## src/hw/rtl/bb3_pkg.sv

```systemverilog
// Shared constants, types and functions of the 3x3 box blur block.
`default_nettype none

package bb3_pkg;

	localparam int MAX_WIDTH   = 1024;
	localparam int MAX_HEIGHT  = 1024;
	localparam int PIX_W       = 8;
	localparam int DIM_W       = 11;
	localparam int COL_W       = $clog2(MAX_WIDTH);
	localparam int OROW_W      = $clog2(MAX_HEIGHT);
	// input row runs one past the image height while draining
	localparam int ROW_W       = $clog2(MAX_HEIGHT + 2);
	localparam int SUM_W       = $clog2(9 * 255 + 1);
	localparam int RECIP_SHIFT = 16;
	localparam int RECIP_W     = RECIP_SHIFT + 1;
	localparam int PROD_W      = SUM_W + RECIP_W;
	localparam int FIFO_DEPTH  = 4;
	localparam int FIFO_AW     = $clog2(FIFO_DEPTH);
	localparam int CNT_W       = 3;

	typedef enum logic {
		REG_WIDTH  = 1'b0,
		REG_HEIGHT = 1'b1
	} cfg_reg_t;

	// One item on its way from the accept stage to the line stores.
	typedef struct packed {
		logic             valid;
		logic [COL_W-1:0] addr;
		logic [PIX_W-1:0] sample;
		logic             emit;
		logic             left;
		logic             right;
		logic             up;
		logic             down;
		logic             last;
	} item_t;

	typedef struct packed {
		logic [PIX_W-1:0] pixel;
		logic             last;
	} result_t;

	typedef struct packed {
		logic s2;
		logic s3;
	} pipe_busy_t;

	// ceil(2^16 / n) for n = rows * cols. With sum < 2^12 and the rounding
	// error below n, (sum * recip) >> 16 equals sum / n exactly.
	function automatic logic [RECIP_W-1:0] recip_of(input logic [1:0] nr,
			input logic [1:0] nc);
		logic [RECIP_W-1:0] r;
		r = '0;
		case ({nr, nc})
			4'b0101: r = RECIP_W'(65536);
			4'b0110, 4'b1001: r = RECIP_W'(32768);
			4'b0111, 4'b1101: r = RECIP_W'(21846);
			4'b1010: r = RECIP_W'(16384);
			4'b1011, 4'b1110: r = RECIP_W'(10923);
			4'b1111: r = RECIP_W'(7282);
			default: r = '0;
		endcase
		return r;
	endfunction

endpackage

`default_nettype wire

```

## src/hw/rtl/bb3_out_fifo.sv

```systemverilog
// Small output queue that decouples the pipeline from the result consumer.
`default_nettype none

module bb3_out_fifo import bb3_pkg::*; (
	input  wire logic             clk,
	input  wire logic             arst_n,
	input  wire logic             push,
	input  wire result_t          push_data,
	output logic                  out_valid,
	input  wire logic             out_ready,
	output logic      [PIX_W-1:0] pixel_out,
	output logic                  last_pixel,
	output logic      [CNT_W-1:0] count
);

	result_t            mem_q [FIFO_DEPTH];
	logic [FIFO_AW-1:0] wr_ptr_q, rd_ptr_q;
	logic [CNT_W-1:0]   count_q;
	logic               pop;

	assign out_valid  = count_q != '0;
	assign pop        = out_valid && out_ready;
	assign pixel_out  = mem_q[rd_ptr_q].pixel;
	assign last_pixel = mem_q[rd_ptr_q].last;
	assign count      = count_q;

	always_ff @(posedge clk) begin
		if (push) begin
			mem_q[wr_ptr_q] <= push_data;
		end
	end

	// never pushed when full: the accept side holds a credit per entry
	always_ff @(posedge clk or negedge arst_n) begin
		if (!arst_n) begin
			wr_ptr_q <= '0;
			rd_ptr_q <= '0;
			count_q  <= '0;
		end else begin
			if (push) wr_ptr_q <= wr_ptr_q + 1'b1;
			if (pop) rd_ptr_q <= rd_ptr_q + 1'b1;
			case ({push, pop})
				2'b10: count_q <= count_q + 1'b1;
				2'b01: count_q <= count_q - 1'b1;
				default: count_q <= count_q;
			endcase
		end
	end

endmodule

`default_nettype wire

```

## config.mk

```make
export PLATFORM = sky130hd
export DESIGN_NAME = bb3_out_fifo
export DESIGN_NICKNAME = d
export VERILOG_FILES = /design/src/hw/rtl/bb3_pkg.sv /design/src/hw/rtl/bb3_out_fifo.sv
export SDC_FILE = /design/constraint.sdc
export NUM_CORES = 1
export LEC_CHECK = 0
export BUFFER_PORTS_ARGS = -buffer_cell sky130_fd_sc_hd__buf_2
export CORE_MARGIN = 2
export CORE_UTILIZATION = 40
export DETAILED_ROUTE_END_ITERATION = 12
export SYNTH_ARGS = -nofsm -noshare
export SYNTH_HDL_FRONTEND = slang
export SYNTH_SLANG_ARGS = --single-unit
```

## constraint.sdc

```tcl
create_clock -name clk -period 1.8 [get_ports clk]
set_input_delay 0.09 -clock clk [delete_from_list [all_inputs] [get_ports clk]]
set_output_delay 0.09 -clock clk [all_outputs]
set_load 0.005 [all_outputs]
```

======== Word level (Yosys, flattened, before mapping) ========
Memory sizes are Yosys's and may differ from the RTL's.
Index checks and enable logic that the tools add are counted.
W data, S select, Z words.
cells by class
  muxes and demuxes ....................... 3
  add/subtract/negate cells ............... 4
  equality and inequality tests ........... 2
  reduce and logical (&&, ||, !) cells .... 3
operators by type and width
  cell                   number
  $pmux W3 S2            1
  $add A2 B1 Y2 const B  2
  $add A3 B1 Y3 const B  1
  $reduce_bool A3 Y1     1
  $sub A3 B1 Y3 const B  1
  $eq A2 B1 Y1 const B   1
  $eq A2 B2 Y1 const B   1
  $mux W1                2
  $reduce_bool A2 Y1     1
  $logic_and A1 B1 Y1    1
storage, ports and cells
  input bits .............................. 13
  output and inout port bits .............. 13
  memory bits (writable) .................. 36
  memories kept ........................... 1
  word-level logic and storage cells ...... 16
  register bits ........................... 7
memories
  memory  words  width  read ports  clocked after memory_dff  wr ports  line                source
  mem_q   4      9      1           0                         1         bb3_out_fifo.sv:16  result_t mem_q [FIFO_DEPTH];

======== Logic depth before layout (Yosys ltp) ========
  depth in word-level cells ............... 4
  gate-level depth with buffers ........... 7
  gate-level depth less buffers ........... 7

======== Worst setup path after synthesis ========
Ideal clock, no wire load.
  kind .................................... register to register
  from .................................... register count_q[0], in the netlist count[0]
  to ...................................... register count_q[2], in the netlist count[2]
  buffers on the path ..................... 0
  setup time .............................. 0.079 ns
  data required time ...................... 1.721 ns
  path slack .............................. 0.146 ns
  stages on the path, launching flop included .. 8
  data arrival time ....................... 1.575 ns
  clock period less this slack ............ 1.654 ns
  path through ............................ dfrtp_1 o31a_1 ha_1 inv_1 fa_1 xor2_1 nor2_1 xor2_1
between the ends
  longest elaborated chain between the ends .. 4
  elaborated cells between the ends (all ways) .. 8
  classes of those cells .................. add/sub: 2; eq/ne: 2; mux: 1; reduce/logical: 3
ends and longest elaborated chain
  element                                                   line                source
  start: declaration                                        bb3_out_fifo.sv:18  logic [CNT_W-1:0] count_q;
  start signal: assignment                                  bb3_out_fifo.sv:43  2'b10: count_q <= count_q + 1'b1;
  start signal: assignment                                  bb3_out_fifo.sv:44  2'b01: count_q <= count_q - 1'b1;
  start signal: assignment                                  bb3_out_fifo.sv:45  default: count_q <= count_q;
  $reduce_bool A3 Y1 (*)                                    bb3_out_fifo.sv:21  assign out_valid = count_q != '0;
  $logic_and A1 B1 Y1 (*)                                   bb3_out_fifo.sv:22  assign pop = out_valid && out_ready;
  named net pop                                             bb3_out_fifo.sv:19  logic pop;
  $eq A2 B1 Y1 / $eq A2 B2 Y1 (equally long branches)       bb3_out_fifo.sv:42  case ({push, pop})
  $pmux W3 S2 / $reduce_bool A2 Y1 (equally long branches)  n/a
Mark *: on every way through the listed nets, which the timed path passes. The rest lies on a longest branch.
A chain may end at the register's enable or synchronous reset.

======== Worst setup path in the final report ========
  from .................................... register rd_ptr_q[0]
  to ...................................... output pixel_out[7]
between the ends
  longest elaborated chain between the ends .. 1
ends and longest elaborated chain
  element                   line                source
  start: declaration        bb3_out_fifo.sv:17  logic [FIFO_AW-1:0] wr_ptr_q, rd_ptr_q;
  start signal: assignment  bb3_out_fifo.sv:41  if (pop) rd_ptr_q <= rd_ptr_q + 1'b1;
  $mem_v2 Z4 W9             n/a
  end: declaration          bb3_out_fifo.sv:11  output logic [PIX_W-1:0] pixel_out,
No other way between the ends.

==> impl_metrics.env <==
export IMPL_gp_congestion=0.654
export IMPL_p_total_mw=2.99
export IMPL_grt_usage=0.121
export IMPL_hold_worst_slack_ns=0.0148
export IMPL_path_clk_slew_ns=0.08
export IMPL_dieArea_sq_mm=0.00479
export IMPL_path_class="flip-flop to primary output"
export IMPL_wl_um=2620
export IMPL_period_minus_slack_ns=1.68
export IMPL_tightest_slew_ns=0.474
export IMPL_layout_drive_gt1_share=0.380
export IMPL_grt_ovfl_total=0
export IMPL_cts_sink_count=43
export IMPL_report_final_slew_viol_count=0
export IMPL_port_buffer_count=25
export IMPL_detail_route_iter0_violations=33
export IMPL_yosys_cell_types_count=18
export IMPL_worst_setup_path_end_kind="primary output"
export IMPL_htreeDepth=2
export IMPL_grt_pass1_wl_um=4260
export IMPL_totalNegativeSetupSlack_ns=0
export IMPL_placementRows=23
export IMPL_synth_seq_cells=43
export IMPL_use_met3=0.0392
export IMPL_grt_antenna_before_repair=0
export IMPL_clk_latency_ns=0.28
export IMPL_drcViolationCount=0
export IMPL_final_util=0.496
export IMPL_synth_avg_cell_area_sq_um=20.5
export IMPL_fmax_ghz=0.595
export IMPL_cts_tree="built"
export IMPL_start_util=0.420
export IMPL_core_area_sq_mm=0.00406
export IMPL_clock_skew_final_ns=0.00305
export IMPL_setup_viol=0
export IMPL_worstSetupStartpointType="flip-flop"
export IMPL_firstDrtPassIters=4
export IMPL_globalRouteMet2Util=0.220
export IMPL_run_status="finished clean"
export IMPL_peakVddDrop_mv=0.770
export IMPL_yosys_warnings=0
export IMPL_synth_fp_nets=102
export IMPL_boundaryPins=26
export IMPL_vias=828
export IMPL_power_leakage_nw=0.771
export IMPL_layout_nets=139
export IMPL_cp_arrival_ns=1.59
export IMPL_path_cells="buf_4 -> mux4_2 -> buf_2"
export IMPL_fin_crit_sh=0.933
export IMPL_grt_busiest_layer="met2"
export IMPL_grt_max_degree=14
export IMPL_syn2layout_area_growth_pct=18.3
export IMPL_final_hold_viol_count=0
export IMPL_vias_per_cell=4.84
export IMPL_critPathRequiredTime_ns=1.71
export IMPL_ant_nets=0
export IMPL_die_h_um=69.2
export IMPL_grtUsageMet1=0.125
export IMPL_grt_pass1_vias=885
export IMPL_cts_buffers=5
export IMPL_slew_headroom=0.684
export IMPL_synth_area_sq_mm=0.00170
export IMPL_hold_path_class="primary input to flip-flop"
export IMPL_clock_root_buffer="clkbuf_8"
export IMPL_die_w_um=69.2
export IMPL_rsz0062_at_grt="false"
export IMPL_wire_per_inst_um=15.3
export IMPL_place_hpwl_um=1830
export IMPL_syn_inst=83
export IMPL_cpPeakStageDelay_ns=0.50
export IMPL_drv_cap=0
export IMPL_power_density_mw_per_mm2=1480
export IMPL_yosysSeqAreaShare=0.738
export IMPL_diodes=0
export IMPL_cpMaxStageDelayCell="mux4_2"
export IMPL_cts_resized=0
export IMPL_worstPathMaxFanout=5
export IMPL_clk_path_buf_depth=2
-- synth_stat cells --
master | count | share of area
mux2i_1 | 1 | 0.0059
mux4_2 | 8 | 0.11
o21ai_0 | 1 | 0.0029
edfxtp_1 | 36 | 0.63
or3_1 | 1 | 0.0037
xnor2_1 | 2 | 0.010
dfrtp_1 | 7 | 0.10
buf_2 | 1 | 0.0029
mux4_1 | 1 | 0.015
buf_6 | 1 | 0.0066
and2_1 | 4 | 0.015
o31a_1 | 1 | 0.0051
ha_1 | 5 | 0.037
inv_1 | 6 | 0.013
nor2_1 | 1 | 0.0022
xor2_1 | 4 | 0.021
nand2_1 | 2 | 0.0044
fa_1 | 1 | 0.012
-- layer usage --
metal	wire, um	vias to the layer above
met2	1390	26
met3	136	2
li1	-	388
met5	0	-
met1	1080	412
met4	12	0
-- final timing paths --
check / endpoint / cells past startpoint / slack [ns] / startpoint
hold reg to reg: count[2] / 1 / 0.52 / count[2]
hold / removal: mem_q[2][6] / 1 / 0.01 / push_data[6]
max in group asynchronous: rd_ptr_q[1] / 2 / 1.48 / arst_n
setup / recovery: pixel_out[7] / 3 / 0.12 / rd_ptr_q[0]
setup reg to reg: count[2] / 7 / 0.12 / count[1]
min in group asynchronous: wr_ptr_q[0] / 2 / 0.16 / arst_n
-- critical path, delay by kind of cell, from the launching register on --
kind,cells,cell delay [ns]
flops,1,0.45
buf+inv,2,0.35
mux,1,0.50
-- through the flow --
step / std cells / setup slack, ns / area (sq um)
4_1_cts: 169 / 0.0236 / 2000
3_5_place_dp: 160 / 0.0467 / 1900
5_1_grt: 171 / 0.0196 / 2010
3_3_place_gp: 160 / 0.121 / 1900
2_1_floorplan: 83 / 0.146 / 1700
6_report: 171 / 0.121 / 2010
-- registers in the layout, summed over array words and instances, names as in the netlist --
name and count:
count 3, mem_q 36, wr_ptr_q 2, rd_ptr_q 2
-- where the power goes --
part           switching, mW  total, mW  leakage [nW]  internal, mW
registers              0.154       1.49         0.413          1.33
logic                  0.404      0.923         0.317         0.519
clock network          0.306      0.576        0.0412         0.271
total                  0.864       2.99         0.771          2.12
-- cell type report --
type / instances / area [sq um]
fillers: 325 / 2040
inverters: 6 / 22.5
clock inverters: 2 / 12.5
well taps: 50 / 62.6
flip-flops and latches: 43 / 1260
multi-input cells: 32 / 408
clock buffers: 6 / 72.6
repair buffers: 32 / 180
-- timing repair --
item,in CTS,in global routing
setup buffers,0,2
endpoints found under the hold margin,7,0
setup endpoints to repair,0,1
hold buffers,1,0
-- cell usage in the layout, fill, tap and decap left out --
master          n
nand2_1         2
clkbuf_8        5
and2_1          4
mux4_1          1
xnor2_1         2
mux2i_1         1
edfxtp_1       36
inv_1           6
dlygate4sd3_1   1
o21ai_0         1
mux4_2          8
xor2_1          4
o31a_1          1
buf_2          25
or3_1           1
ha_1            5
buf_4           6
fa_1            1
dfrtp_1         7
clkinv_2        1
clkinvlp_4      1
clkbuf_1        1
nor2_1          1
-- logic make-up (layout without fill, tap and decap cells) --
logic type | Yosys count | after routing | synth area share
AO/OA/AOI/OAI | 2 | 2 | 0.00808
XOR/XNOR | 6 | 6 | 0.0309
adder cells (fa/ha/maj) | 6 | 6 | 0.0485
buffers and inverters | 8 | 46 | 0.0228
flip-flops | 43 | 43 | 0.738
multiplexers | 10 | 10 | 0.127
AND/OR/NAND/NOR | 8 | 8 | 0.0250
No activity file was read; power rests on OpenSTA's default activity.
