[config.mk]
export PLATFORM = sky130hd
export DESIGN_NAME = bb3_datapath
export DESIGN_NICKNAME = d
export VERILOG_FILES = /design/src/hw/rtl/bb3_pkg.sv /design/src/hw/rtl/bb3_datapath.sv
export SDC_FILE = /design/constraint.sdc
export NUM_CORES = 1
export LEC_CHECK = 0
export ABC_AREA = 1
export BUFFER_PORTS_ARGS = -buffer_cell sky130_fd_sc_hd__buf_2
export CORE_UTILIZATION = 40
export DETAILED_ROUTE_END_ITERATION = 8
export GPL_TIMING_DRIVEN = 0
export PLACE_DENSITY_LB_ADDON = 0.3
export SETUP_SLACK_MARGIN = 0.2
export SLEW_MARGIN = 20
export SYNTH_ARGS = -nofsm -noshare
export SYNTH_HDL_FRONTEND = slang
export SYNTH_SLANG_ARGS = --single-unit
[constraint.sdc]
create_clock -name clk -period 6.1 [get_ports clk]
set_input_delay 0.915 -clock clk [delete_from_list [all_inputs] [get_ports clk]]
set_output_delay 0.915 -clock clk [all_outputs]
set_load 0.03 [all_outputs]
[src/hw/rtl/bb3_pkg.sv]
// Shared constants, types and functions of the 3x3 box blur block.
`default_nettype none

package bb3_pkg;

	localparam int MAX_WIDTH   = 1024;
	localparam int MAX_HEIGHT  = 1024;
	localparam int PIX_W       = 8;
	localparam int DIM_W       = 11;
	localparam int COL_W       = $clog2(MAX_WIDTH);
	localparam int OROW_W      = $clog2(MAX_HEIGHT);
	// input row runs one past the image height while draining
	localparam int ROW_W       = $clog2(MAX_HEIGHT + 2);
	localparam int SUM_W       = $clog2(9 * 255 + 1);
	localparam int RECIP_SHIFT = 16;
	localparam int RECIP_W     = RECIP_SHIFT + 1;
	localparam int PROD_W      = SUM_W + RECIP_W;
	localparam int FIFO_DEPTH  = 4;
	localparam int FIFO_AW     = $clog2(FIFO_DEPTH);
	localparam int CNT_W       = 3;

	typedef enum logic {
		REG_WIDTH  = 1'b0,
		REG_HEIGHT = 1'b1
	} cfg_reg_t;

	// One item on its way from the accept stage to the line stores.
	typedef struct packed {
		logic             valid;
		logic [COL_W-1:0] addr;
		logic [PIX_W-1:0] sample;
		logic             emit;
		logic             left;
		logic             right;
		logic             up;
		logic             down;
		logic             last;
	} item_t;

	typedef struct packed {
		logic [PIX_W-1:0] pixel;
		logic             last;
	} result_t;

	typedef struct packed {
		logic s2;
		logic s3;
	} pipe_busy_t;

	// ceil(2^16 / n) for n = rows * cols. With sum < 2^12 and the rounding
	// error below n, (sum * recip) >> 16 equals sum / n exactly.
	function automatic logic [RECIP_W-1:0] recip_of(input logic [1:0] nr,
			input logic [1:0] nc);
		logic [RECIP_W-1:0] r;
		r = '0;
		case ({nr, nc})
			4'b0101: r = RECIP_W'(65536);
			4'b0110, 4'b1001: r = RECIP_W'(32768);
			4'b0111, 4'b1101: r = RECIP_W'(21846);
			4'b1010: r = RECIP_W'(16384);
			4'b1011, 4'b1110: r = RECIP_W'(10923);
			4'b1111: r = RECIP_W'(7282);
			default: r = '0;
		endcase
		return r;
	endfunction

endpackage

`default_nettype wire

[src/hw/rtl/bb3_datapath.sv]
// Line store write-back, 3x3 window, masked sum and reciprocal divide.
`default_nettype none

module bb3_datapath import bb3_pkg::*; (
	input  wire logic             clk,
	input  wire logic             arst_n,
	input  wire item_t            item_s1,
	input  wire logic [PIX_W-1:0] rd_upper,
	input  wire logic [PIX_W-1:0] rd_middle,
	output logic                  wr_en,
	output logic      [COL_W-1:0] wr_addr,
	output logic      [PIX_W-1:0] wr_upper,
	output logic      [PIX_W-1:0] wr_middle,
	output logic                  push,
	output result_t               push_data,
	output pipe_busy_t            busy
);

	logic [PIX_W-1:0] win_q [3][3];
	logic [PIX_W-1:0] col [3];

	logic               valid_s2, left_s2, right_s2, up_s2, down_s2, last_s2;
	logic               valid_s3, last_s3;
	logic [SUM_W-1:0]   sum_s3;
	logic [RECIP_W-1:0] recip_s3;

	logic [SUM_W-1:0]   row_sum [3];
	logic [SUM_W-1:0]   sum;
	logic [1:0]         nr, nc;
	logic [PROD_W-1:0]  prod;

	assign col[0] = rd_upper;
	assign col[1] = rd_middle;
	assign col[2] = item_s1.sample;

	// rows shift up by one line in the stores
	assign wr_en     = item_s1.valid;
	assign wr_addr   = item_s1.addr;
	assign wr_upper  = rd_middle;
	assign wr_middle = item_s1.sample;

	always_ff @(posedge clk or negedge arst_n) begin
		if (!arst_n) begin
			for (int r = 0; r < 3; r++) begin
				for (int c = 0; c < 3; c++) begin
					win_q[r][c] <= '0;
				end
			end
		end else if (item_s1.valid) begin
			for (int r = 0; r < 3; r++) begin
				win_q[r][0] <= win_q[r][1];
				win_q[r][1] <= win_q[r][2];
				win_q[r][2] <= col[r];
			end
		end
	end

	always_comb begin
		for (int r = 0; r < 3; r++) begin
			row_sum[r] = SUM_W'(win_q[r][1]) +
			             (left_s2 ? SUM_W'(win_q[r][0]) : '0) +
			             (right_s2 ? SUM_W'(win_q[r][2]) : '0);
		end
		sum = row_sum[1] + (up_s2 ? row_sum[0] : '0) + (down_s2 ? row_sum[2] : '0);
		nr  = 2'd1 + {1'b0, up_s2} + {1'b0, down_s2};
		nc  = 2'd1 + {1'b0, left_s2} + {1'b0, right_s2};
	end

	assign prod = PROD_W'(sum_s3) * PROD_W'(recip_s3);

	always_ff @(posedge clk or negedge arst_n) begin
		if (!arst_n) begin
			valid_s2 <= 1'b0;
			valid_s3 <= 1'b0;
		end else begin
			valid_s2 <= item_s1.valid && item_s1.emit;
			valid_s3 <= valid_s2;
		end
	end

	always_ff @(posedge clk) begin
		left_s2  <= item_s1.left;
		right_s2 <= item_s1.right;
		up_s2    <= item_s1.up;
		down_s2  <= item_s1.down;
		last_s2  <= item_s1.last;
		sum_s3   <= sum;
		recip_s3 <= recip_of(nr, nc);
		last_s3  <= last_s2;
	end

	assign push            = valid_s3;
	assign push_data.pixel = prod[RECIP_SHIFT +: PIX_W];
	assign push_data.last  = last_s3;
	assign busy.s2         = valid_s2;
	assign busy.s3         = valid_s3;

endmodule

`default_nettype wire

# Word level (Yosys, flattened, before mapping)
# Memories as Yosys holds them, arrays and structs flattened. A register that Yosys moved wholly into a read port is not among the register bits.
# Index checks and enable logic that the tools add are counted.
dict set report word_totals {
  ff_bits 92
  latchBits 0
  ram_bits 0
  rom_bits 272
  out_inout_bits 39
  memories 1
}
# name words width read_ports rd_clocked_by_memory_dff wr line
set mem_list {}
lappend mem_list {{(no name shown)} 16 17 1 1 0 bb3_pkg.sv:56} ;# case ({nr, nc})
dict set report classes {
  add_sub_neg 12
  multipliers 1
  div 0
  n_lt_le_gt_ge 0
  n_eq_ne 0
  shifts 0
  n_mux 8
  bitwise_logic 0
  n_reduce_logical 1
}
# cell count
set op_table {}
lappend op_table {{$mux W8} 6}
lappend op_table {{$add A9 B8 Y10} 3}
lappend op_table {{$add A8 B8 Y9} 3}
lappend op_table {{$mul A12 B17 Y24} 1}
lappend op_table {{$mux W10} 2}
lappend op_table {{$add A11 B10 Y12} 1}
lappend op_table {{$add A10 B10 Y11} 1}
lappend op_table {{$add A1 B1 Y2 const A} 2}
lappend op_table {{$add A2 B1 Y2} 2}
lappend op_table {{$logic_and A1 B1 Y1} 1}

# Longest topological paths before layout
dict set report depth {
  ltp_word 6
  depth_mapped 28
}

# Worst setup path after synthesis
# Ideal clock, no wire load.
dict set report synth_path {
  path_type {register to output}
  start {register recip_s3[13]}
  end {output push_data[1] (netlist name)}
  arrival_time_ns 4.771
  required_time_ns 5.185
  slack_ns 0.414
  path_stages_with_launch 19
  path_cell_list {dfxtp_1 > clkbuf_1 > nand2_1 > inv_1 > fa_1 > fa_1 > inv_1 > fa_1 > inv_1 > fa_1 > inv_1 > fa_1 > inv_1 > ha_1 > nand2_1 > nor4_1 > nand2_1 > nand2_2 > xor2_1}
}
# item line
set synth_rtl {}
lappend synth_rtl {{start, declared} bb3_datapath.sv:25} ;# logic [RECIP_W-1:0] recip_s3;
lappend synth_rtl {{end, declared} bb3_datapath.sv:15} ;# output result_t push_data,

==> flow_summary_export.csv <==
group,metric,value,unit
status,status,"finished, final reports clean",
critical_path,startpoint_type,"flip-flop",
final_layout,final_area,12900,um^2
timing,rsz0062_at_grt,"yes",
global_routing,grt_start_max_net_pins,45,
critical_path,r2r_setup_slack,0.45,ns
drt,drc,0,
floorplanning,fp-row-count,60,
critical_path,max_stage_delay,0.56,ns
yosys,async_flop_share,0.740,
yosys,synth_warnings,0,
place,io_buffer_count,70,
drt,finalWirelength,26100,um
yosys,ys_ff_latch,100,
timing,fmax,169,MHz
cts,cts_made_buffers,9,
floorplanning,core_area,27200,um^2
place,post-dp-hpwl,21400,um
floorplanning,dieArea,28600,um^2
final_layout,finalNetCount,1725,
yosys,yosys-top-cells-area,"fa_1, dfrtp_1, inv_1",
cts,cts.path.max_buffers,2,
critical_path,critical_path_class,"reg2out",
timing,worst_pin_slew,0.696,ns
yosys,synth_top_area_cell,"fa_1",
drt,postRouteAntennaNets,0,
global_routing,grtUsageTotal,0.190,
timing,hold_viol,0,
global_routing,grt_pass1_wl,42300,um
place,gp_congestion,0.963,
cts,root_buffer,"clkbuf_16",
yosys,synth.most_common_cell,"inv_1",
cts,htree_levels,3,
critical_path,worstSetupEndpointType,"output port",
cts,tritoncts,"built",
yosys,synth_top_area_frac,0.299,
min_path,holdCritPathClass,"reg2reg",
timing,skew,0.00859,ns
drt,first_pass_iters,4,
critical_path,crit_chain,"buf_8, nand2_4, clkinv_4, fa_1, fa_1, inv_1, fa_1, inv_2, fa_1, inv_2, fa_1, inv_2, ha_4, a21oi_4, a21boi_4, nand2_2, a21oi_2, nand2_1, nand2_1, nand2_2, buf_6",
floorplanning,start_util,0.411,
place,dpl_cell_area,12000,um^2
global_routing,antenna_found_initial,0,
yosys,synth-main-ff-cell,"dfrtp_1",
critical_path,slowest_stage,"fa_1",
yosys,synth_seq_area_share,0.212,
final_layout,final_util,0.476,
critical_path,cpLargestDelayFamily,"adder cells",
yosys,synth_common_cells,"inv_1, nand2_1, fa_1",
cts,clkLatencyLatePin,0.35,ns
critical_path,crit_path_max_fanout,5,
drt,num_vias,8359,
global_routing,grt.overflow.total,0,
timing,maxSlewViolCount,0,
yosys,postSynthAreaPerCell,8.32,um^2
final_layout,drive_above_1_share,0.183,
drt,viasPerCell,4.62,
critical_path,crit_required,5.18,ns
final_layout,area_growth_syn_to_layout,15.7,%
floorplanning,die_w,169,um
critical_path,crit_top_cell,"fa_1",
drt,drt_iter0_drc,362,
cts,cts_sinks,100,
floorplanning,ioPinCount,82,
yosys,synth_edf_count,0,
timing,finalCritPeriodShare,0.967,
yosys,synthCells,1343,
timing,slew_headroom,0.536,
critical_path,critPathBufInv,7,
yosys,netlist-cell-type-count,36,
critical_path,critPathArrivalTime,4.99,ns
yosys,syn_area,11200,um^2
timing,setup_viol,0,
floorplanning,die_h,169,um
cts,clk_pin_slew_worst_paths,0.07,ns
drt,wl_per_cell,14.4,um
yosys,syn_nets,1634,
run,drv_cap,0,
global_routing,grt_pass1_vias,8678,
final_layout,antenna_cells,0,
timing,post-route-min-period,5.90,ns
==> path summary, 6_finish.rpt <==
kind                                   start  depth (start not counted)           end
max in group asynchronous             arst_n                          2      win_q[6]
min in group asynchronous             arst_n                          1     win_q[53]
worst min-delay path                 last_s2                          0       last_s3
worst min register to register       last_s2                          0       last_s3
worst max-delay path            recip_s3[13]                         21  push_data[8]
worst max register to register      right_s2                         27     sum_s3[9]
==> layer usage <==
metal / wire (um) / global-route usage
met1: 11300 / 0.236
met2: 13700 / 0.352
met3: 752 / 0.0143
met4: 360 / 0.0556
met5: 0 / 0
==> worst reg2reg max path: stages (launching register included) <==
cell and delay, ns:
dfxtp_1 0.34, clkbuf_2 0.27, buf_4 0.28, nand2_1 0.08, inv_1 0.07, fa_1 0.41
ha_1 0.36, a21oi_1 0.14, nand2_1 0.11, nand2_1 0.09, nand2_1 0.05, a21oi_1 0.22
nor2_1 0.07, nor2_1 0.09, nand2_1 0.11, fa_1 0.51, inv_1 0.05, fa_1 0.52
inv_1 0.05, fa_1 0.52, inv_1 0.04, ha_1 0.34, a21oi_1 0.17, o21ai_1 0.10
a21oi_1 0.21, nor2_1 0.07, nor2_1 0.11, xnor2_1 0.15
==> cell families after synthesis <==
family                     count (synthesis)  share of synthesized area
DFF                                      100                      0.212
muxes                                     24                     0.0242
and+or+nand+nor                          406                      0.148
adders and majority gates                248                      0.390
buffers and inverters                    428                      0.155
xor gates and xnor gates                  16                     0.0125
AOI/OAI and AO/OA                        121                     0.0576
==> layout make-up <==
class / count / area [um^2]
fill: 2638 / 14200
clock buffer: 10 / 239
sequential: 100 / 2390
clock inverter: 6 / 72.6
buffer: 65 / 462
inverter: 363 / 1370
timing repair buffer: 80 / 502
tap: 372 / 465
multi-input combinational: 815 / 7430
==> registers in the layout (all words and copies together), names as in the netlist <==
signal    flops
down_s2       1
last_s2       1
last_s3       1
left_s2       1
push          1
recip_s3      8
right_s2      1
sum_s3       12
up_s2         1
valid_s2      1
win_q        72
==> timing repair <==
action / in CTS / in global routing
gates resized for setup: 69 / 106
endpoints found under the setup margin: 13 / 14
pin swaps: 11 / 41
hold buffers: 0 / 0
cloned: 1 / 1
setup buffers: 2 / 5
==> cells in the final DEF, fill, tap and decap left out, types with 9 or more instances in the layout <==
cell type / instances
nor2_1: 55
dfxtp_1: 20
o21ai_0: 28
buf_4: 45
nand2_4: 9
xor2_1: 9
buf_2: 69
nand2_1: 261
nand2_2: 19
a21oi_1: 55
inv_1: 344
nand3_1: 31
clkbuf_1: 9
mux2_2: 20
inv_2: 14
dfrtp_1: 74
fa_1: 159
clkbuf_16: 10
ha_1: 70
ha_4: 10
o21ai_1: 14
==> metrics by stage <==
| stage | hold slack (ns) | TNS, ns | cells | worst slack [ns] |
|---|---|---|---|---|
| 3_3_place_gp | 0.310 | -0.327 | 1785 | -0.160 |
| 4_1_cts | 0.339 | 0 | 1805 | 0.158 |
| 5_1_grt | 0.347 | 0 | 1811 | 0.0207 |
| 6_report | 0.337 | 0 | 1811 | 0.198 |
| 3_5_place_dp | 0.322 | -0.403 | 1786 | -0.156 |
| 2_1_floorplan | 0.310 | 0 | 1343 | 0.414 |
Power is not shown: default switching activity piles up to over one toggle a cycle in this logic, so the estimate is an artifact.
