$ cat src/hw/rtl/bb3_pkg.sv
// Shared constants, types and functions of the 3x3 box blur block.
`default_nettype none

package bb3_pkg;

	localparam int MAX_WIDTH   = 1024;
	localparam int MAX_HEIGHT  = 1024;
	localparam int PIX_W       = 8;
	localparam int DIM_W       = 11;
	localparam int COL_W       = $clog2(MAX_WIDTH);
	localparam int OROW_W      = $clog2(MAX_HEIGHT);
	// input row runs one past the image height while draining
	localparam int ROW_W       = $clog2(MAX_HEIGHT + 2);
	localparam int SUM_W       = $clog2(9 * 255 + 1);
	localparam int RECIP_SHIFT = 16;
	localparam int RECIP_W     = RECIP_SHIFT + 1;
	localparam int PROD_W      = SUM_W + RECIP_W;
	localparam int FIFO_DEPTH  = 4;
	localparam int FIFO_AW     = $clog2(FIFO_DEPTH);
	localparam int CNT_W       = 3;

	typedef enum logic {
		REG_WIDTH  = 1'b0,
		REG_HEIGHT = 1'b1
	} cfg_reg_t;

	// One item on its way from the accept stage to the line stores.
	typedef struct packed {
		logic             valid;
		logic [COL_W-1:0] addr;
		logic [PIX_W-1:0] sample;
		logic             emit;
		logic             left;
		logic             right;
		logic             up;
		logic             down;
		logic             last;
	} item_t;

	typedef struct packed {
		logic [PIX_W-1:0] pixel;
		logic             last;
	} result_t;

	typedef struct packed {
		logic s2;
		logic s3;
	} pipe_busy_t;

	// ceil(2^16 / n) for n = rows * cols. With sum < 2^12 and the rounding
	// error below n, (sum * recip) >> 16 equals sum / n exactly.
	function automatic logic [RECIP_W-1:0] recip_of(input logic [1:0] nr,
			input logic [1:0] nc);
		logic [RECIP_W-1:0] r;
		r = '0;
		case ({nr, nc})
			4'b0101: r = RECIP_W'(65536);
			4'b0110, 4'b1001: r = RECIP_W'(32768);
			4'b0111, 4'b1101: r = RECIP_W'(21846);
			4'b1010: r = RECIP_W'(16384);
			4'b1011, 4'b1110: r = RECIP_W'(10923);
			4'b1111: r = RECIP_W'(7282);
			default: r = '0;
		endcase
		return r;
	endfunction

endpackage

`default_nettype wire

$ cat src/hw/rtl/bb3_ctrl.sv
// Configuration registers, raster counters and the accept stage.
`default_nettype none

module bb3_ctrl import bb3_pkg::*; (
	input  wire logic             clk,
	input  wire logic             arst_n,
	input  wire logic             in_valid,
	output logic                  in_ready,
	input  wire logic             func,
	input  wire logic [PIX_W-1:0] pixel_in,
	input  wire logic             cfg_valid,
	output logic                  cfg_ready,
	input  wire logic             cfg_index,
	input  wire logic [DIM_W-1:0] cfg_data,
	input  wire logic             room,
	output logic                  rd_en,
	output logic      [COL_W-1:0] rd_addr,
	output item_t                 item_s1
);

	logic [DIM_W-1:0]  width_q, height_q;
	logic [COL_W-1:0]  in_col_q;
	logic [ROW_W-1:0]  in_row_q;
	logic [COL_W-1:0]  out_col_q;
	logic [OROW_W-1:0] out_row_q;

	logic             take, frame_done, enter, emit, last, cfg_take;
	logic             left, right, up, down;
	logic [COL_W:0]   in_col_inc, out_col_inc;
	logic [OROW_W:0]  out_row_inc;
	logic             in_wrap, out_wrap;
	logic [PIX_W-1:0] sample;

	function automatic logic [DIM_W-1:0] clamp_dim(input logic [DIM_W-1:0] v,
			input logic [DIM_W-1:0] maxv);
		logic [DIM_W-1:0] r;
		r = v;
		if (v == '0) r = DIM_W'(1);
		else if (v > maxv) r = maxv;
		return r;
	endfunction

	assign in_ready  = room;
	assign cfg_ready = 1'b1;
	assign cfg_take  = cfg_valid;

	assign take       = in_valid && room;
	assign frame_done = in_row_q >= ROW_W'(height_q);
	// a drain tick before the frame is complete is dropped
	assign enter      = take && (frame_done || !func);
	assign sample     = frame_done ? '0 : pixel_in;
	assign emit       = (in_row_q >= ROW_W'(2)) ||
	                    ((in_row_q == ROW_W'(1)) && (in_col_q != '0));

	assign in_col_inc  = {1'b0, in_col_q} + 1'b1;
	assign in_wrap     = in_col_inc >= (COL_W+1)'(width_q);
	assign out_col_inc = {1'b0, out_col_q} + 1'b1;
	assign out_row_inc = {1'b0, out_row_q} + 1'b1;
	assign out_wrap    = out_col_inc >= (COL_W+1)'(width_q);

	assign left  = out_col_q != '0;
	assign right = !out_wrap;
	assign up    = out_row_q != '0;
	assign down  = out_row_inc < (OROW_W+1)'(height_q);
	assign last  = !down && out_wrap;

	assign rd_en   = enter;
	assign rd_addr = in_col_q;

	always_ff @(posedge clk or negedge arst_n) begin
		if (!arst_n) begin
			width_q   <= DIM_W'(MAX_WIDTH);
			height_q  <= DIM_W'(MAX_HEIGHT);
			in_col_q  <= '0;
			in_row_q  <= '0;
			out_col_q <= '0;
			out_row_q <= '0;
			item_s1   <= '0;
		end else begin
			item_s1.valid <= enter;
			if (cfg_take) begin
				case (cfg_reg_t'(cfg_index))
					REG_WIDTH: width_q <= clamp_dim(cfg_data, DIM_W'(MAX_WIDTH));
					REG_HEIGHT: height_q <= clamp_dim(cfg_data, DIM_W'(MAX_HEIGHT));
					default: width_q <= width_q;
				endcase
				in_col_q  <= '0;
				in_row_q  <= '0;
				out_col_q <= '0;
				out_row_q <= '0;
			end else if (enter) begin
				item_s1.addr   <= in_col_q;
				item_s1.sample <= sample;
				item_s1.emit   <= emit;
				item_s1.left   <= left;
				item_s1.right  <= right;
				item_s1.up     <= up;
				item_s1.down   <= down;
				item_s1.last   <= last;
				if (emit && last) begin
					in_col_q  <= '0;
					in_row_q  <= '0;
					out_col_q <= '0;
					out_row_q <= '0;
				end else begin
					if (in_wrap) begin
						in_col_q <= '0;
						in_row_q <= in_row_q + 1'b1;
					end else begin
						in_col_q <= in_col_inc[COL_W-1:0];
					end
					if (emit) begin
						if (out_wrap) begin
							out_col_q <= '0;
							out_row_q <= out_row_inc[OROW_W-1:0];
						end else begin
							out_col_q <= out_col_inc[COL_W-1:0];
						end
					end
				end
			end
		end
	end

endmodule

`default_nettype wire

$ cat config.mk
export PLATFORM = sky130hd
export DESIGN_NAME = bb3_ctrl
export DESIGN_NICKNAME = d
export VERILOG_FILES = /design/src/hw/rtl/bb3_pkg.sv /design/src/hw/rtl/bb3_ctrl.sv
export SDC_FILE = /design/constraint.sdc
export NUM_CORES = 1
export LEC_CHECK = 0
export ABC_AREA = 1
export BUFFER_PORTS_ARGS = -buffer_cell sky130_fd_sc_hd__buf_4
export CAP_MARGIN = 40
export CORE_MARGIN = 1
export CORE_UTILIZATION = 35
export DETAILED_ROUTE_END_ITERATION = 10
export GPL_TIMING_DRIVEN = 0
export REMOVE_ABC_BUFFERS = 1
export SYNTH_ARGS = -nofsm -noshare
export SYNTH_HDL_FRONTEND = slang
export SYNTH_SLANG_ARGS = --single-unit
$ cat constraint.sdc
create_clock -name clk -period 6.9 [get_ports clk]
set_clock_uncertainty 0.2 [all_clocks]
set_input_delay 0.345 -clock clk [delete_from_list [all_inputs] [get_ports clk]]
set_output_delay 0.345 -clock clk [all_outputs]
set_load 0.02 [all_outputs]
; ---- Yosys cells after proc, flatten, opt, wreduce, memory -nomap -nowiden
; Cells that the tools add are included.
[word_totals]
regBits = 88
input_bits = 26
out_inout_bits = 38
word_cells = 73
[op_classes]
eq_ne = 1
bitwise_logic = 2
n_reduce_logical = 24
n_mux = 21
add_sub_neg = 4
n_lt_le_gt_ge = 6
[op_table]
columns = cell, n
row1 = $mux 10, 14
row2 = $mux 11, 6
row3 = $add 10x1->11 const B, 3
row4 = $ge 11x11->1, 3
row5 = $reduce_bool 10->1, 3
row6 = $add 11x1->11 const B, 1
row7 = $eq 11x1->1 const B, 1
row8 = $ge 11x2->1 const B, 1
row9 = $gt 11x11->1 const B, 1
row10 = $logic_not 11->1, 1
row11 = $lt 11x11->1, 1
row12 = $reduce_and 2->1, 5
row13 = $reduce_bool 3->1, 3
row14 = $mux 8, 1
row15 = $logic_and 1x1->1, 5
row16 = $logic_not 1->1, 3
row17 = $reduce_and 3->1, 1
row18 = $logic_or 1x1->1, 2
row19 = $not 1->1, 2
row20 = $reduce_bool 2->1, 1

; ---- Logic depth before layout (Yosys ltp)
[logic_depth]
depth_word = 8
mapped_depth = 20
mapped_depth_nobuf = 19

; ---- Worst setup path before layout
; No wires, ideal clock.
[synth_timing]
path_kind = flip-flop to flip-flop
startpoint = register in_col_q[0] (netlist: rd_addr[0])
endpoint = register in_row_q[5]
t_arrival_ns = 2.614
slack_ns = 4.010
path_stages_with_launch = 20
required_ns = 6.624
setup_ns = 0.076
path_buffers = 1
synth_period_minus_slack_ns = 2.890
cell_sequence = dfrtp_1 ha_1 nand3_1 nor2_1 nand4_1 or2_2 nand2_1 inv_1 ha_1 nand2_1 nor2_1 and2_1 nand2_1 nand4_1 nor2_1 nand2_4 nand2_4 buf_6 nand2_1 o21ai_1
[synth_via]
elab_chain_len = 7
elab_cells_between_ends = 11
cone_classes = add/sub: 1 / order compare: 1 / mux: 3 / reduce/logical: 6
[synth_rtl]
columns = element, line_no
row1 = from (decl), bb3_ctrl.sv:22  ; logic [COL_W-1:0] in_col_q;
row2 = from (signal assigned), bb3_ctrl.sv:110  ; in_col_q <= in_col_inc[COL_W-1:0];
row3 = "parallel branches: the longest is 7 deep, another holds $add 10x1->11", --
row4 = to (signal assigned), bb3_ctrl.sv:108  ; in_row_q <= in_row_q + 1'b1;
row5 = to (decl), bb3_ctrl.sv:23  ; logic [ROW_W-1:0] in_row_q;
; Several ways; the timed one is not identified. The select of a mux whose other input is x is not followed.
; A chain may end at the register's enable or synchronous reset.

; ---- Worst setup path in the final report
[layout_timing]
startpoint = register out_col_q[0]
endpoint = register out_row_q[8]
[layout_via]
elab_chain_len = 7
elab_cells_between_ends = 10
cone_classes = add/sub: 1 / order compare: 1 / mux: 3 / reduce/logical: 5
[layout_rtl]
columns = element, line_no
row1 = from (decl), bb3_ctrl.sv:24  ; logic [COL_W-1:0] out_col_q;
row2 = from (signal assigned), bb3_ctrl.sv:117  ; out_col_q <= out_col_inc[COL_W-1:0];
row3 = $add 10x1->11 *, bb3_ctrl.sv:57  ; assign out_col_inc = {1'b0, out_col_q} + 1'b1;
row4 = $ge 11x11->1 *, bb3_ctrl.sv:59  ; assign out_wrap = out_col_inc >= (COL_W+1)'(width_q);
row5 = $logic_and 1x1->1, bb3_ctrl.sv:65  ; assign last = !down && out_wrap;
row6 = $logic_and 1x1->1, bb3_ctrl.sv:100  ; if (emit && last) begin
row7 = $mux 10, bb3_ctrl.sv:100
row8 = $mux 10, bb3_ctrl.sv:91  ; end else if (enter) begin
row9 = $mux 10, bb3_ctrl.sv:81  ; if (cfg_take) begin
row10 = to (signal assigned), bb3_ctrl.sv:115  ; out_row_q <= out_row_inc[OROW_W-1:0];
row11 = to (decl), bb3_ctrl.sv:25  ; logic [OROW_W-1:0] out_row_q;
; Every way passes the cells marked *; elsewhere a longest branch is shown, timed or not. The select of a mux whose other input is x is not followed.

==> metrics.txt <==
gr ovfl total 0; R2R depth 18; post-DP HPWL 10000 um; Initial Util 36.0%; Hold Vio Cnt, Final 0; clock buffer depth 2; worst skew pair latency 0.35 ns; GP Congestion 0.799; largest net degree at the start of global routing 54; clock sink total 88; CTS tree built; final WL 13300 um; CP Data Required Time 6.97 ns; Iter 0 DRT Violations 241; post-CTS setup buffer count 0; crit path DAT 4.23 ns; Crit Path Max Fanout 20; die height 130 um; Mapped Cells 745; Die Width around 130 um; 1st-pass router iterations 4; ys async rst share between 90% and 100%; synthesized area per cell 7.70 um^2; WL per Instance about 13 um; combinational power share 26.4%; Hold Crit Class input port to flip-flop; Reg power frac 39.2%; Yosys cell types 36; fin nets 875; Clock transition at path regs 0.07 ns; Port Buffers 62; Switch Pwr 519 uW; sequential element share of the synthesized area 38.4%; first-pass GRT wire length 22200 um; status finished clean; vias in the first global route 4430; Post-CTS Hold Fix Bufs 1; mapped cell area approximately 5700 um^2; clk root buf clkbuf_16; H-tree depth 3; top-count cell post-synth nand2_1; Core Area ~16000 um^2; total track usage between 10% and 20%; share of layout cells above drive strength 1 15.0%; Post-synth EDFFs 0; final setup violation count 0; diodes inserted 0; Relative slew margins 43.6%; pre-CTS setup slack 2.77 ns; Tcrit/Tclk final 60.3%; Rows 46; Synth area leaders dfrtp_1 38%, nand2_1 13%, ha_1 11%, nand3_1 6.1%, inv_1 6.0%; most used flip-flop cell after synthesis dfrtp_1; Synth Register Bits 88; via count 4762; WHS Path Cells 3; Max VDD drop ~0.00012 V; Fill cells 1659; Yosys top cell by area dfrtp_1; setup TNS 0 ns; post-CTS resize count 0; area grow syn2layout 16.6%; Num CTS Buffers 9; minimum clock period 4.16 ns; PD cells approximately 230 nW/um^2; Yosys top cell area share between 30% and 40%; static leakage 0.00355 uW; final antenna-violating net count 0; actual slew at the worst max-slew pin 0.843 ns; worst setup margin 2.74 ns; Slew Viols, Final 0; # IOs 64; critical path endpoint category flip-flop; clock power share 34.4%; Die ar. between 15000 and 20000 um^2; vias per cell 4.68; synth warn 0; max-cap violations 0; WS Path Type flip-flop to flip-flop; f_max ~240 MHz; cell internal pwr 1040 uW; unrepaired setup endpoints after global routing no; Setup crit start kind flip-flop; DR DRC count 0; initial antenna violation count 0; top cells by count, synth 201 x nand2_1, 92 x inv_1, 86 x dfrtp_1, 70 x nand3_1, 52 x ha_1; switch share 33.2%
routing by layer:
metal	GRT usage, %	vias up	part of all wire (%)
li1	-	2498	-
met1	24.8	2192	51
met2	25.2	62	44
met3	2.79	10	3.3
met4	5.54	0	1.1
met5	0	-	0
registers in the layout, indices dropped and copies added (netlist names):
signal	count
rd_addr	10
width_q	11
out_row_q	10
in_row_q	11
height_q	11
item_s1	25
out_col_q	10
path summary, 6_finish.rpt:
path                                   start           end  slack (ns)
worst max-delay path            out_col_q[0]  out_row_q[8]        2.74
worst min-delay path             pixel_in[7]   item_s1[13]        0.01
worst max register to register  out_col_q[0]  out_row_q[8]        2.74
worst min register to register    item_s1[5]    item_s1[5]        0.27
max in group asynchronous             arst_n  height_q[10]        5.53
min in group asynchronous             arst_n   item_s1[15]        0.30
power by group through the flow:
| stage | Combinational (uW) | Clock (uW) | Sequential, uW |
|---|---|---|---|
| after floorplan | 230 | 0 | 654 |
| after global placement | 405 | 0 | 623 |
| after detailed placement | 415 | 0 | 623 |
| after CTS | 417 | 548 | 614 |
| after global routing | 464 | 566 | 620 |
| final | 412 | 537 | 613 |
cell type report:
class | instances | area [um^2] | share of cell area (%)
Sequential cell | 88 | 2200 | 33.0
Timing Repair Buffer | 65 | 518 | 7.74
Clock inverter | 6 | 91.3 | 1.37
Clock buffer | 10 | 229 | 3.42
Tap cell | 216 | 270 | 4.04
Inverter | 100 | 375 | 5.61
Multi-Input combinational cell | 533 | 3000 | 44.9
through the flow:
step,utilization [%],instance area [um^2],hold slack [ns],total power [uW],cells
2_1_floorplan,-,5580,-0.151,883,721
3_3_place_gp,39.6,6320,0.259,1030,999
3_5_place_dp,39.9,6360,0.151,1040,1001
4_1_cts,42.0,6690,0.00969,1580,1018
5_1_grt,42.0,6690,0.0200,1650,1018
6_report,42.0,6690,0.0136,1560,1018
cells by family (layout without fill, tap and decap cells):
logic type               after synthesis  count (layout)  synth area share (%)
flip-flops                            88              88                  38.4
adder cells (fa/ha/maj)               52              52                  11.3
buffers and inverters                124             181                  9.27
AO/OA/AOI/OAI                         77              77                  7.94
other                                  1               1                0.0654
AND/OR/NAND/NOR                      378             378                  29.2
XOR/XNOR                              25              25                  3.82
critical path, cell delays in order (launching register included):
cell and delay (ns):
dfrtp_1 0.50, ha_1 0.23, nand3_1 0.15, nor3_1 0.30, nand3_1 0.16, nand2_1 0.10, inv_1 0.06, ha_1 0.29
nand2_1 0.09, nor2_2 0.05, nand2_1 0.05, nor2_1 0.04, nor2_1 0.12, nand2_2 0.13, nor2_1 0.59, nor2_1 0.11
nand2_1 0.65, nand2_1 0.14, o21ai_2 0.09
placed cells by master (no fill, tap or decap), drive strengths merged:
| cell type | instances |
|---|---|
| clkinv | 3 |
| nor4 | 3 |
| dfrtp | 86 |
| nor3 | 11 |
| nand3 | 72 |
| a21o | 5 |
| o21ai | 54 |
| nor2 | 57 |
| dfstp | 2 |
| clkbuf | 10 |
| inv | 101 |
| ha | 52 |
| nand4 | 17 |
| dlygate4sd3 | 1 |
| buf | 64 |
| xnor2 | 3 |
| a21oi | 14 |
| nand2 | 208 |
| bufinv | 2 |
| conb | 1 |
| xor2 | 22 |
| and2 | 2 |
| or2 | 2 |
| o22ai | 4 |
| nand3b | 6 |
No activity file was read; power rests on OpenSTA's default activity.
